$ cat config.mk
export PLATFORM = sky130hd
export DESIGN_NAME = cmap_ram
export DESIGN_NICKNAME = d
export VERILOG_FILES = /design/src/hdl/cmap_ram.sv
export SDC_FILE = /design/constraint.sdc
export NUM_CORES = 2
export LEC_CHECK = 0
export BUFFER_PORTS_ARGS = -buffer_cell sky130_fd_sc_hd__clkbuf_2
export CORE_AREA = 2 2 609 611
export CTS_BUF_LIST = sky130_fd_sc_hd__clkbuf_8
export DETAILED_ROUTE_END_ITERATION = 10
export DIE_AREA = 0 0 611 613
export HOLD_SLACK_MARGIN = 0.1
export MAX_ROUTING_LAYER = met4
export PLACE_DENSITY = 0.5
export SLEW_MARGIN = 0
export SYNTH_ARGS = -nofsm -noshare
export SYNTH_HDL_FRONTEND = slang
export SYNTH_SLANG_ARGS = --single-unit
$ cat constraint.sdc
create_clock -name clk -period 15.4 [get_ports clk]
set_clock_uncertainty 0.05 [all_clocks]
set_input_delay 2.31 -clock clk [delete_from_list [all_inputs] [get_ports clk]]
set_output_delay 2.31 -clock clk [all_outputs]
set_load 0.05 [all_outputs]
$ cat src/hdl/cmap_ram.sv
// Generic single-write, single-read RAM with registered read data.
// No dependencies.
module cmap_ram #(
  parameter int WIDTH = 60,
  parameter int DEPTH = 64
) (
  input  logic                     clk,
  input  logic                     we,
  input  logic [$clog2(DEPTH)-1:0] waddr,
  input  logic [WIDTH-1:0]         wdata,
  input  logic [$clog2(DEPTH)-1:0] raddr,
  output logic [WIDTH-1:0]         rdata
);

  logic [WIDTH-1:0] mem [DEPTH];

  always_ff @(posedge clk) begin
    if (we) begin
      mem[waddr] <= wdata;
    end
    rdata <= mem[raddr];
  end

endmodule

==> flow_summary.json <==
{
  "holdWs_ns": 0.847,
  "die-area_um2": 375000,
  "syn_area_per_cell_um2": 24.0,
  "area.sequential_um2": 117000,
  "syn2layout_area_growth_pct": 13.1,
  "clk_path_buf_depth": 4,
  "grt_pass1_vias": 74000,
  "hold_violations": 0,
  "required_ns": 16.43,
  "wire_per_inst_um": 37.3,
  "seqPwrFrac_pct": 55.3,
  "layout-drive-gt1-share_pct": 31.7,
  "clkTransAtPathRegs_ns": 0.06,
  "synth_xor_area_share_pct": 0,
  "grt_start_max_net_pins": 148,
  "cp_max_fo": 87,
  "critPathCaptureType": "register",
  "outcome": "finished, final reports clean",
  "viasPerCell": 5.93,
  "async_flop_share_pct": 0,
  "seq_area_frac_synth_pct": 79.5,
  "maxSlewHeadroom_pct": 11.5,
  "synth_nets": 6167,
  "peakVddDrop_uv": 79.8,
  "clock-root-buffer": "clkbuf_8",
  "critical_path_class": "primary input to register",
  "synth_area_um2": 147000,
  "synth_simple_gate_area_share_pct": 0.867,
  "start_kind": "primary input",
  "synth.distinct_cells": 36,
  "synth_cells": 6093,
  "combPwrFrac_pct": 5.1,
  "powerDensity_nw_per_um2": 129,
  "fillers": 31000,
  "dp_slack_ns": 8.04,
  "p_leak_nw": 51.9,
  "synth_top_family_by_area": "multiplexers",
  "core-area_um2": 368000,
  "worst_slew_pin_slew_ns": 1.33,
  "fin_ws_ns": 9.61,
  "drt_pass1_iterations": 5,
  "period_share_pct": 37.6,
  "dp_hpwl_mm": 233,
  "switching_share_pct": 23.3,
  "cts_hold_buf": 0,
  "fp-row-count": 223,
  "p_int_w": 0.0164,
  "synth.area.mux_share_pct": 16.8,
  "synth.most_common_cell": "edfxtp_1",
  "synth_edf_count": 3840,
  "cts_buffers": 659,
  "wl_mm": 452,
  "yosysWarnings": 0,
  "synth-seq-cells": 3900,
  "synth_flop_cell": "edfxtp_1",
  "ant_nets": 0,
  "rsz0062_at_grt": "no",
  "hold_path.class": "register to register",
  "synth_common_cells": "3840 x edfxtp_1, 1040 x mux4_2, 188 x o22ai_1, 177 x nor2_1, 170 x clkbuf_1",
  "drc": 0,
  "vias": 71900,
  "grtUsageTotal_pct": 24.8,
  "fin_tns_setup_ns": 0,
  "maxSlewViolCount": 0,
  "fin_crit_ns": 5.79,
  "initial_utilization_pct": 39.8,
  "synth.largest_area_cell": "edfxtp_1",
  "cts_tree": "done",
  "pin_count": 134,
  "maxCapViolations": 0,
  "clk_latency_ns": 1.20,
  "synth_area_leaders": "edfxtp_1 79%, mux4_2 16%, dfxtp_1 0.82%, o22ai_1 0.80%, nor2_1 0.45%",
  "drtIter0Drc": 8683,
  "synth_fa_ha_area_share_pct": 0,
  "multi_input_area_um2": 29000,
  "cts_resized": 0,
  "clock_sinks": 3900,
  "setup_viol": 0,
  "finish.utilization_pct": 45.1,
  "gp_congestion": 0.758,
  "fmax_ghz": 0.173,
  "synth_top_area_share_pct": 78.7,
  "power_switching_w": 0.00497,
  "die_w_um": 611,
  "nNetsFinal": 6834,
  "grt_pass1_wl_mm": 617,
  "clockPowerShare_pct": 39.5,
  "postCtsSetupRepairBufs": 0,
  "grt_overflow_total": 0,
  "antenna_found_initial": 38,
  "io_buffer_count": 133,
  "h-tree-depth": 6,
  "synth_compound_area_share_pct": 1.76,
  "fp.dieH_um": 613,
  "critical_path_arrival_ns": 6.82
}
-- power by group through the flow --
stage / logic [W] / clock network (W) / registers [W]
4_1_cts: 0.00111 / 0.00863 / 0.0118
5_1_grt: 0.00116 / 0.00908 / 0.0118
6_report: 0.00110 / 0.00844 / 0.0118
3_5_place_dp: 0.00111 / 0 / 0.0120
2_1_floorplan: 0.000561 / 0 / 0.0121
3_3_place_gp: 0.00110 / 0 / 0.0120
-- registers in the layout, indices dropped and copies added, names as in the netlist --
signal	cells
mem	3840
rdata	60
-- cell usage in the layout, fill, tap and decap left out, types with 4 or more instances in the layout --
cell / netlist / layout
edfxtp_1: 3840 / 3840
nand2_1: 68 / 65
inv_12: 0 / 5
nor2_4: 0 / 62
clkbuf_8: 0 / 676
mux4_2: 1040 / 1040
bufinv_16: 0 / 9
diode_2: 0 / 14
clkinv_1: 0 / 164
nor3_1: 12 / 10
clkinv_2: 0 / 33
inv_8: 0 / 10
buf_12: 0 / 9
nand2b_2: 0 / 5
o22ai_1: 188 / 188
clkbuf_2: 0 / 128
a21oi_1: 74 / 74
dfxtp_1: 60 / 60
nor2b_1: 9 / 7
clkinvlp_4: 0 / 15
or3b_2: 4 / 4
o21ai_0: 38 / 38
nand3_1: 5 / 5
nand3b_1: 5 / 5
buf_4: 34 / 206
mux2_2: 58 / 58
a31oi_1: 28 / 28
o221ai_1: 59 / 59
nor2_1: 177 / 115
inv_1: 0 / 240
mux2i_1: 51 / 51
o221a_2: 9 / 9
inv_6: 0 / 13
-- area by class of cell --
cell class / instances / area share [%]
clock buffers: 676 / 5.61
well taps: 4837 / 3.65
multi-input cells: 1852 / 17.5
diodes: 14 / 0.0211
repair buffers: 346 / 1.46
clock inverters: 493 / 1.47
flip-flops and latches: 3900 / 70.3
inverters: 1 / 0.00529
-- per-stage QoR --
stage,power [W],cell area [um^2],instances
after floorplan,0.0126,147000,6093
after global placement,0.0131,154000,10900
after detailed placement,0.0131,154000,10900
after global routing,0.0221,166000,12100
final,0.0213,166000,12100
after CTS,0.0216,166000,12100
-- layer usage --
metal / global-route usage, % / vias to the layer above / routed length [um]
met1: 33.6 / 40400 / 190000
met5: - / - / 0
met4: 6.29 / 0 / 9950
met2: 39.6 / 3046 / 222000
li1: - / 27800 / -
met3: 3.79 / 652 / 30300
-- cells by family after synthesis --
logic type             Yosys count
buffers and inverters          341
DFF                           3900
AOI/OAI and AO/OA              402
and+or+nand+nor                301
muxes                         1149
-- final timing paths --
path	startpoint	endpoint	slack, ns	cells past startpoint
setup / recovery	raddr[0]	rdata[31]	9.61	8
hold / removal	mem[14][40]	rdata[40]	0.85	5
setup reg to reg	mem[59][56]	rdata[56]	13.20	5
hold reg to reg	mem[14][40]	rdata[40]	0.85	5
-- worst max-delay path: stages --
cell and delay [ns]:
buf_12 0.37, buf_12 0.60, buf_4 0.85, buf_4 0.89, mux4_2 0.61, mux4_2 0.50, o22ai_1 0.36, nor2_1 0.09
Power figures use the tool's default switching activity.
