File: src/hdl/cmap_pkg.sv
// Package for the contact map block: field widths, coordinate type, sequencer states.
// No dependencies. Compiled first.
package cmap_pkg;

  localparam int COORD_W    = 20;
  localparam int CUTOFF_W   = 16;
  localparam int ROW_W      = 6;
  localparam int ROW_BITS_W = 64;
  localparam int MIN_SEP    = 4;
  localparam int DIFF_W     = COORD_W + 1;
  localparam int SQ_W       = 2 * DIFF_W;
  localparam int DIST_W     = SQ_W + 2;
  localparam int CUT2_W     = 2 * CUTOFF_W;

  localparam logic [CUTOFF_W-1:0] CUTOFF_RESET = 16'd2048;

  typedef struct packed {
    logic signed [COORD_W-1:0] x;
    logic signed [COORD_W-1:0] y;
    logic signed [COORD_W-1:0] z;
  } coord_t;

  typedef enum logic [2:0] {
    ST_LOAD,
    ST_PIVOT,
    ST_SWEEP,
    ST_DRAIN,
    ST_OUT
  } state_t;

endpackage

File: src/hdl/cmap_dist.sv
// Three-stage squared-distance pipeline with the contact decision at its end.
// Depends on cmap_pkg.
module cmap_dist #(
  parameter int AW = 6
) (
  input  logic                         clk,
  input  logic                         rst_n,
  input  logic                         in_valid,
  input  logic [AW-1:0]                in_col,
  input  logic [AW-1:0]                row,
  input  cmap_pkg::coord_t             pivot,
  input  cmap_pkg::coord_t             point,
  input  logic [cmap_pkg::CUT2_W-1:0]  cut2,
  output logic                         busy,
  output logic                         hit_valid,
  output logic [AW-1:0]                hit_col,
  output logic                         hit
);
  import cmap_pkg::*;

  logic              v_b_r, v_c_r, v_d_r;
  logic [AW-1:0]     col_b_r, col_c_r, col_d_r;
  logic              eq_b_r, eq_c_r, eq_d_r;
  logic              sep_b_r, sep_c_r, sep_d_r;
  logic [DIFF_W-1:0] ax_r, ay_r, az_r;
  logic [SQ_W-1:0]   sx_r, sy_r, sz_r;
  logic [DIST_W-1:0] dist2_r;

  logic signed [DIFF_W-1:0] dx, dy, dz;
  logic [AW-1:0]            sep;

  always_comb begin
    dx  = DIFF_W'(pivot.x) - DIFF_W'(point.x);
    dy  = DIFF_W'(pivot.y) - DIFF_W'(point.y);
    dz  = DIFF_W'(pivot.z) - DIFF_W'(point.z);
    sep = (row > in_col) ? (row - in_col) : (in_col - row);
  end

  always_ff @(posedge clk) begin
    if (!rst_n) begin
      v_b_r <= 1'b0;
      v_c_r <= 1'b0;
      v_d_r <= 1'b0;
    end else begin
      v_b_r <= in_valid;
      v_c_r <= v_b_r;
      v_d_r <= v_c_r;
    end
  end

  always_ff @(posedge clk) begin
    col_b_r <= in_col;
    eq_b_r  <= (row == in_col);
    sep_b_r <= ({1'b0, sep} >= (AW + 1)'(MIN_SEP));
    ax_r    <= dx[DIFF_W-1] ? DIFF_W'(-dx) : DIFF_W'(dx);
    ay_r    <= dy[DIFF_W-1] ? DIFF_W'(-dy) : DIFF_W'(dy);
    az_r    <= dz[DIFF_W-1] ? DIFF_W'(-dz) : DIFF_W'(dz);

    col_c_r <= col_b_r;
    eq_c_r  <= eq_b_r;
    sep_c_r <= sep_b_r;
    sx_r    <= SQ_W'(ax_r) * SQ_W'(ax_r);
    sy_r    <= SQ_W'(ay_r) * SQ_W'(ay_r);
    sz_r    <= SQ_W'(az_r) * SQ_W'(az_r);

    col_d_r <= col_c_r;
    eq_d_r  <= eq_c_r;
    sep_d_r <= sep_c_r;
    dist2_r <= DIST_W'(sx_r) + DIST_W'(sy_r) + DIST_W'(sz_r);
  end

  assign busy      = v_b_r | v_c_r | v_d_r;
  assign hit_valid = v_d_r;
  assign hit_col   = col_d_r;
  assign hit       = eq_d_r | (sep_d_r & (dist2_r < DIST_W'(cut2)));

endmodule
File: config.mk
export PLATFORM = sky130hd
export DESIGN_NAME = cmap_dist
export DESIGN_NICKNAME = d
export VERILOG_FILES = /design/src/hdl/cmap_pkg.sv /design/src/hdl/cmap_dist.sv
export SDC_FILE = /design/constraint.sdc
export NUM_CORES = 2
export LEC_CHECK = 0
export BUFFER_PORTS_ARGS = -buffer_cell sky130_fd_sc_hd__buf_2
export CAP_MARGIN = 20
export CORE_MARGIN = 4
export CORE_UTILIZATION = 40
export CTS_CLUSTER_SIZE = 12
export DETAILED_ROUTE_END_ITERATION = 12
export GPL_TIMING_DRIVEN = 1
export PLACE_DENSITY = 0.56
export SLEW_MARGIN = 25
export SYNTH_ARGS = -nofsm -noshare
export SYNTH_HDL_FRONTEND = slang
export SYNTH_SLANG_ARGS = --single-unit
File: constraint.sdc
create_clock -name clk -period 6.65 [get_ports clk]
set_input_delay 1.6625 -clock clk [delete_from_list [all_inputs] [get_ports clk]]
set_output_delay 1.6625 -clock clk [all_outputs]
set_load 0.05 [all_outputs]
==> impl_metrics.env <==
export IMPL_status="finished, violations left"
export IMPL_violations="setup timing"
export IMPL_synth_main_ff_cell="dfxtp_1"
export IMPL_hold_buffers=0
export IMPL_synth_top_area_cell="fa_1"
export IMPL_final_nets=7876
export IMPL_synth_edf_count=0
export IMPL_synth_compound_area_share_pct=8.606
export IMPL_syn_inst=5505
export IMPL_crit_required_ns=7.19
export IMPL_setup_violations=1
export IMPL_die_h_microns=363.9
export IMPL_holdCritPathClass="reg -> reg"
export IMPL_synthMuxAreaShare_pct=0.2742
export IMPL_syn_avg_cell_area_sq_um=9.201
export IMPL_synthAdderAreaFrac_pct=53.59
export IMPL_path_common_cell="fa_1"
export IMPL_gp_congestion=0.8705
export IMPL_slowest_stage="fa_1"
export IMPL_r2r_end="sz_r[40]"
export IMPL_viasPerCell=4.772
export IMPL_critPathMaxFanout=7
export IMPL_yosys_top_cells_area="fa_1 39%, ha_1 15%, inv_1 10%, dfxtp_1 10%, nand2_1 3.4%"
export IMPL_path_buf_inv=5
export IMPL_timing_worst_setup_path_type="reg -> reg"
export IMPL_async_reset_ff_share_pct=0
export IMPL_first_global_vias=39860
export IMPL_r2r_start="az_r[10]"
export IMPL_drc=0
export IMPL_arrival_ns=7.25
export IMPL_syn_area_sq_um=50650
export IMPL_startpoint_type="register"
export IMPL_holdWs_ns=0.3243
export IMPL_critical_path_top_delay_family="adder cells"
export IMPL_die_width_microns=363.9
export IMPL_fin_worst_skew_ns=0.01791
export IMPL_cts_root_buf="clkbuf_16"
export IMPL_holdCritStartpoint="col_c_r[1]"
export IMPL_gr_total_overflow=0
export IMPL_worst_r2r_cell_count=24
export IMPL_first_pass_iters=5
export IMPL_synthSimpleGateAreaFrac_pct=11.18
export IMPL_fill_cells=11930
export IMPL_clk_pin_slew_ns=0.06
export IMPL_io_buffers=175
export IMPL_drtIter0Drc=1406
export IMPL_cts_tree="done"
export IMPL_vias=37210
export IMPL_synth_seq_cells=257
export IMPL_io_pins=176
export IMPL_clock_sinks=257
export IMPL_final_max_slew_viol_count=0
export IMPL_cp_end_kind="register"
export IMPL_final_cell_mix="1375 x inv_1, 950 x fa_1, 576 x ha_1, 484 x buf_4, 431 x nand2_1"
export IMPL_holdPathEnd="hit_col[1]"
export IMPL_final_common_cell="inv_1"
export IMPL_r2r_slack_ns=-0.06
export IMPL_ys_warn_count=0
export IMPL_synth_xor_area_share_pct=4.738
export IMPL_antenna_found_initial=4
export IMPL_cts_buffer_depth=3
export IMPL_design_core_area_sq_um=125700
export IMPL_ys_types=81
export IMPL_clk_latency_ns=0.63
export IMPL_clock_fmax_ghz=0.1490
export IMPL_grt_first_pass_wirelength_mm=197.5
export IMPL_ys_seq_area_share_pct=10.16
export IMPL_die_area_sq_um=132400
export IMPL_critPathMaxStageDelay_ns=0.53
export IMPL_initial_utilization_pct=40.29
export IMPL_max_cap_viol_count=0
export IMPL_synth_top_family_by_area="adder cells"
export IMPL_drive_gt1_share_pct=18.21
export IMPL_path_cells="buf_6 -> and2_1 -> fa_1 -> fa_1 -> inv_1 -> fa_1 -> inv_1 -> fa_1 -> fa_1 -> fa_1 -> inv_1 -> fa_1 -> inv_1 -> ha_2 -> a2111o_1 -> a31oi_4 -> nor3b_2 -> o31ai_4 -> o21ai_2 -> a211oi_2 -> o21ai_1 -> a31o_2 -> a41o_1 -> a22oi_2"
export IMPL_fp_row_count=130
export IMPL_wl_per_cell_microns=15.11
export IMPL_min_period_over_period_pct=100.9
export IMPL_cts_htree_levels=1
export IMPL_fin_ws_ns=-0.06266
export IMPL_drt_wl_total_mm=117.8
export IMPL_syn_to_final_growth_pct=18.61
export IMPL_fin_crit_ns=6.713
export IMPL_yosys_area_top_type_share_pct=38.69
export IMPL_track_usage_pct=18.21
export IMPL_hpwl_mm=102.7
export IMPL_rsz0062_at_grt="yes"
export IMPL_min_path_cells=0
export IMPL_relSlewSlack_pct=49.91
export IMPL_hold_viol=0
export IMPL_antenna_left=0
export IMPL_max_slew_worst_pin_slew_ns=0.7444
export IMPL_cts_buffers=30
export IMPL_grt_max_degree=23
==> registers in the layout, indices dropped and copies added (netlist names), 6 cells and up <==
name	cells
dist2_r	44
sx_r	41
sy_r	41
sz_r	41
ax_r	21
ay_r	21
az_r	21
col_b_r	6
col_c_r	6
hit_col	6
==> final cells by class <==
class                   count  area (sq um)  area share, %
inverters                1400          5260          8.755
flip-flops and latches    257          5265          8.763
repair buffers            732          5503          9.159
clock buffers              36         783.3          1.304
clock inverters            14         188.9         0.3145
diodes                      3         7.507        0.01249
well taps                1650          2064          3.436
multi-input cells        3706         41010          68.26
==> metrics by stage <==
step	worst slack [ns]	cell area, sq um	std cells	utilization [%]	TNS, ns
CTS	-0.07456	58430	7756	46.47	-0.1251
floorplan	-0.01447	50830	5507	-	-0.01447
detailed placement	-0.4114	57060	7696	45.38	-5.024
global route	-0.3079	60080	7795	47.78	-3.263
finish	-0.06266	60080	7798	47.79	-0.06266
global placement	-0.3804	57050	7696	45.38	-4.152
==> cell families after synthesis <==
group	Yosys count
AOI/OAI and AO/OA	668
DFF	257
adders and majority gates	1582
and+or+nand+nor	1166
other	1
muxes	13
xor gates and xnor gates	274
buffers and inverters	1544
==> what timing repair did <==
item                       4_1_cts  5_1_grt
gates cloned                     0        2
pin swaps                       45      174
setup endpoints to repair       30       45
gates resized for setup         98      352
buffers inserted                10       42
==> worst max-delay path by stage <==
stage,end,cells after the start,from,slack [ns]
CTS,sz_r[40],27,az_r[8],-0.07
global placement,sy_r[39],28,ay_r[5],-0.38
detailed placement,sy_r[39],28,ay_r[5],-0.41
global route,sz_r[40],27,az_r[8],-0.31
finish,sz_r[40],24,az_r[10],-0.06
floorplan,sz_r[40],28,az_r[8],-0.01
==> cell usage after synthesis, types with 4 or more instances <==
cell type and count:
xnor2_1 189, nand3_1 50, o22ai_1 5, nor3_1 37, nand2_1 462, dfxtp_1 257
o221ai_1 5, xor2_1 85, fa_1 979, a41oi_1 6, mux2i_1 6, a31o_2 11
a31oi_1 29, o21bai_1 25, o31ai_1 9, or3_1 16, a21oi_1 212, o21ai_0 112
nor4_1 12, nor2b_1 37, a311oi_1 5, a2111o_1 4, a21o_1 107, o211ai_1 7
and4_1 5, o31a_1 5, a211o_1 6, nand2b_1 30, nand4_1 31, nor4b_1 5
a2111oi_0 7, o21a_1 39, a21boi_0 6, ha_1 603, clkbuf_1 140, nor2_1 177
mux2_2 7, or2_2 16, and3_1 15, and2_1 253, inv_1 1400, o21ai_1 6
a211oi_1 21, nor3b_1 7
==> metal layers <==
| layer | vias up | share of wire (%) | global-route usage, % |
|---|---|---|---|
| li1 | 18080 | - | - |
| met5 | - | 0.022 | 0 |
| met2 | 501 | 49 | 31.63 |
| met3 | 121 | 3.2 | 1.735 |
| met1 | 18510 | 46 | 24.97 |
| met4 | 4 | 2.0 | 3.373 |
Power is left out: the tool's default activity adds up to more than one toggle a clock period on the data nets, which glitch-free logic cannot reach.
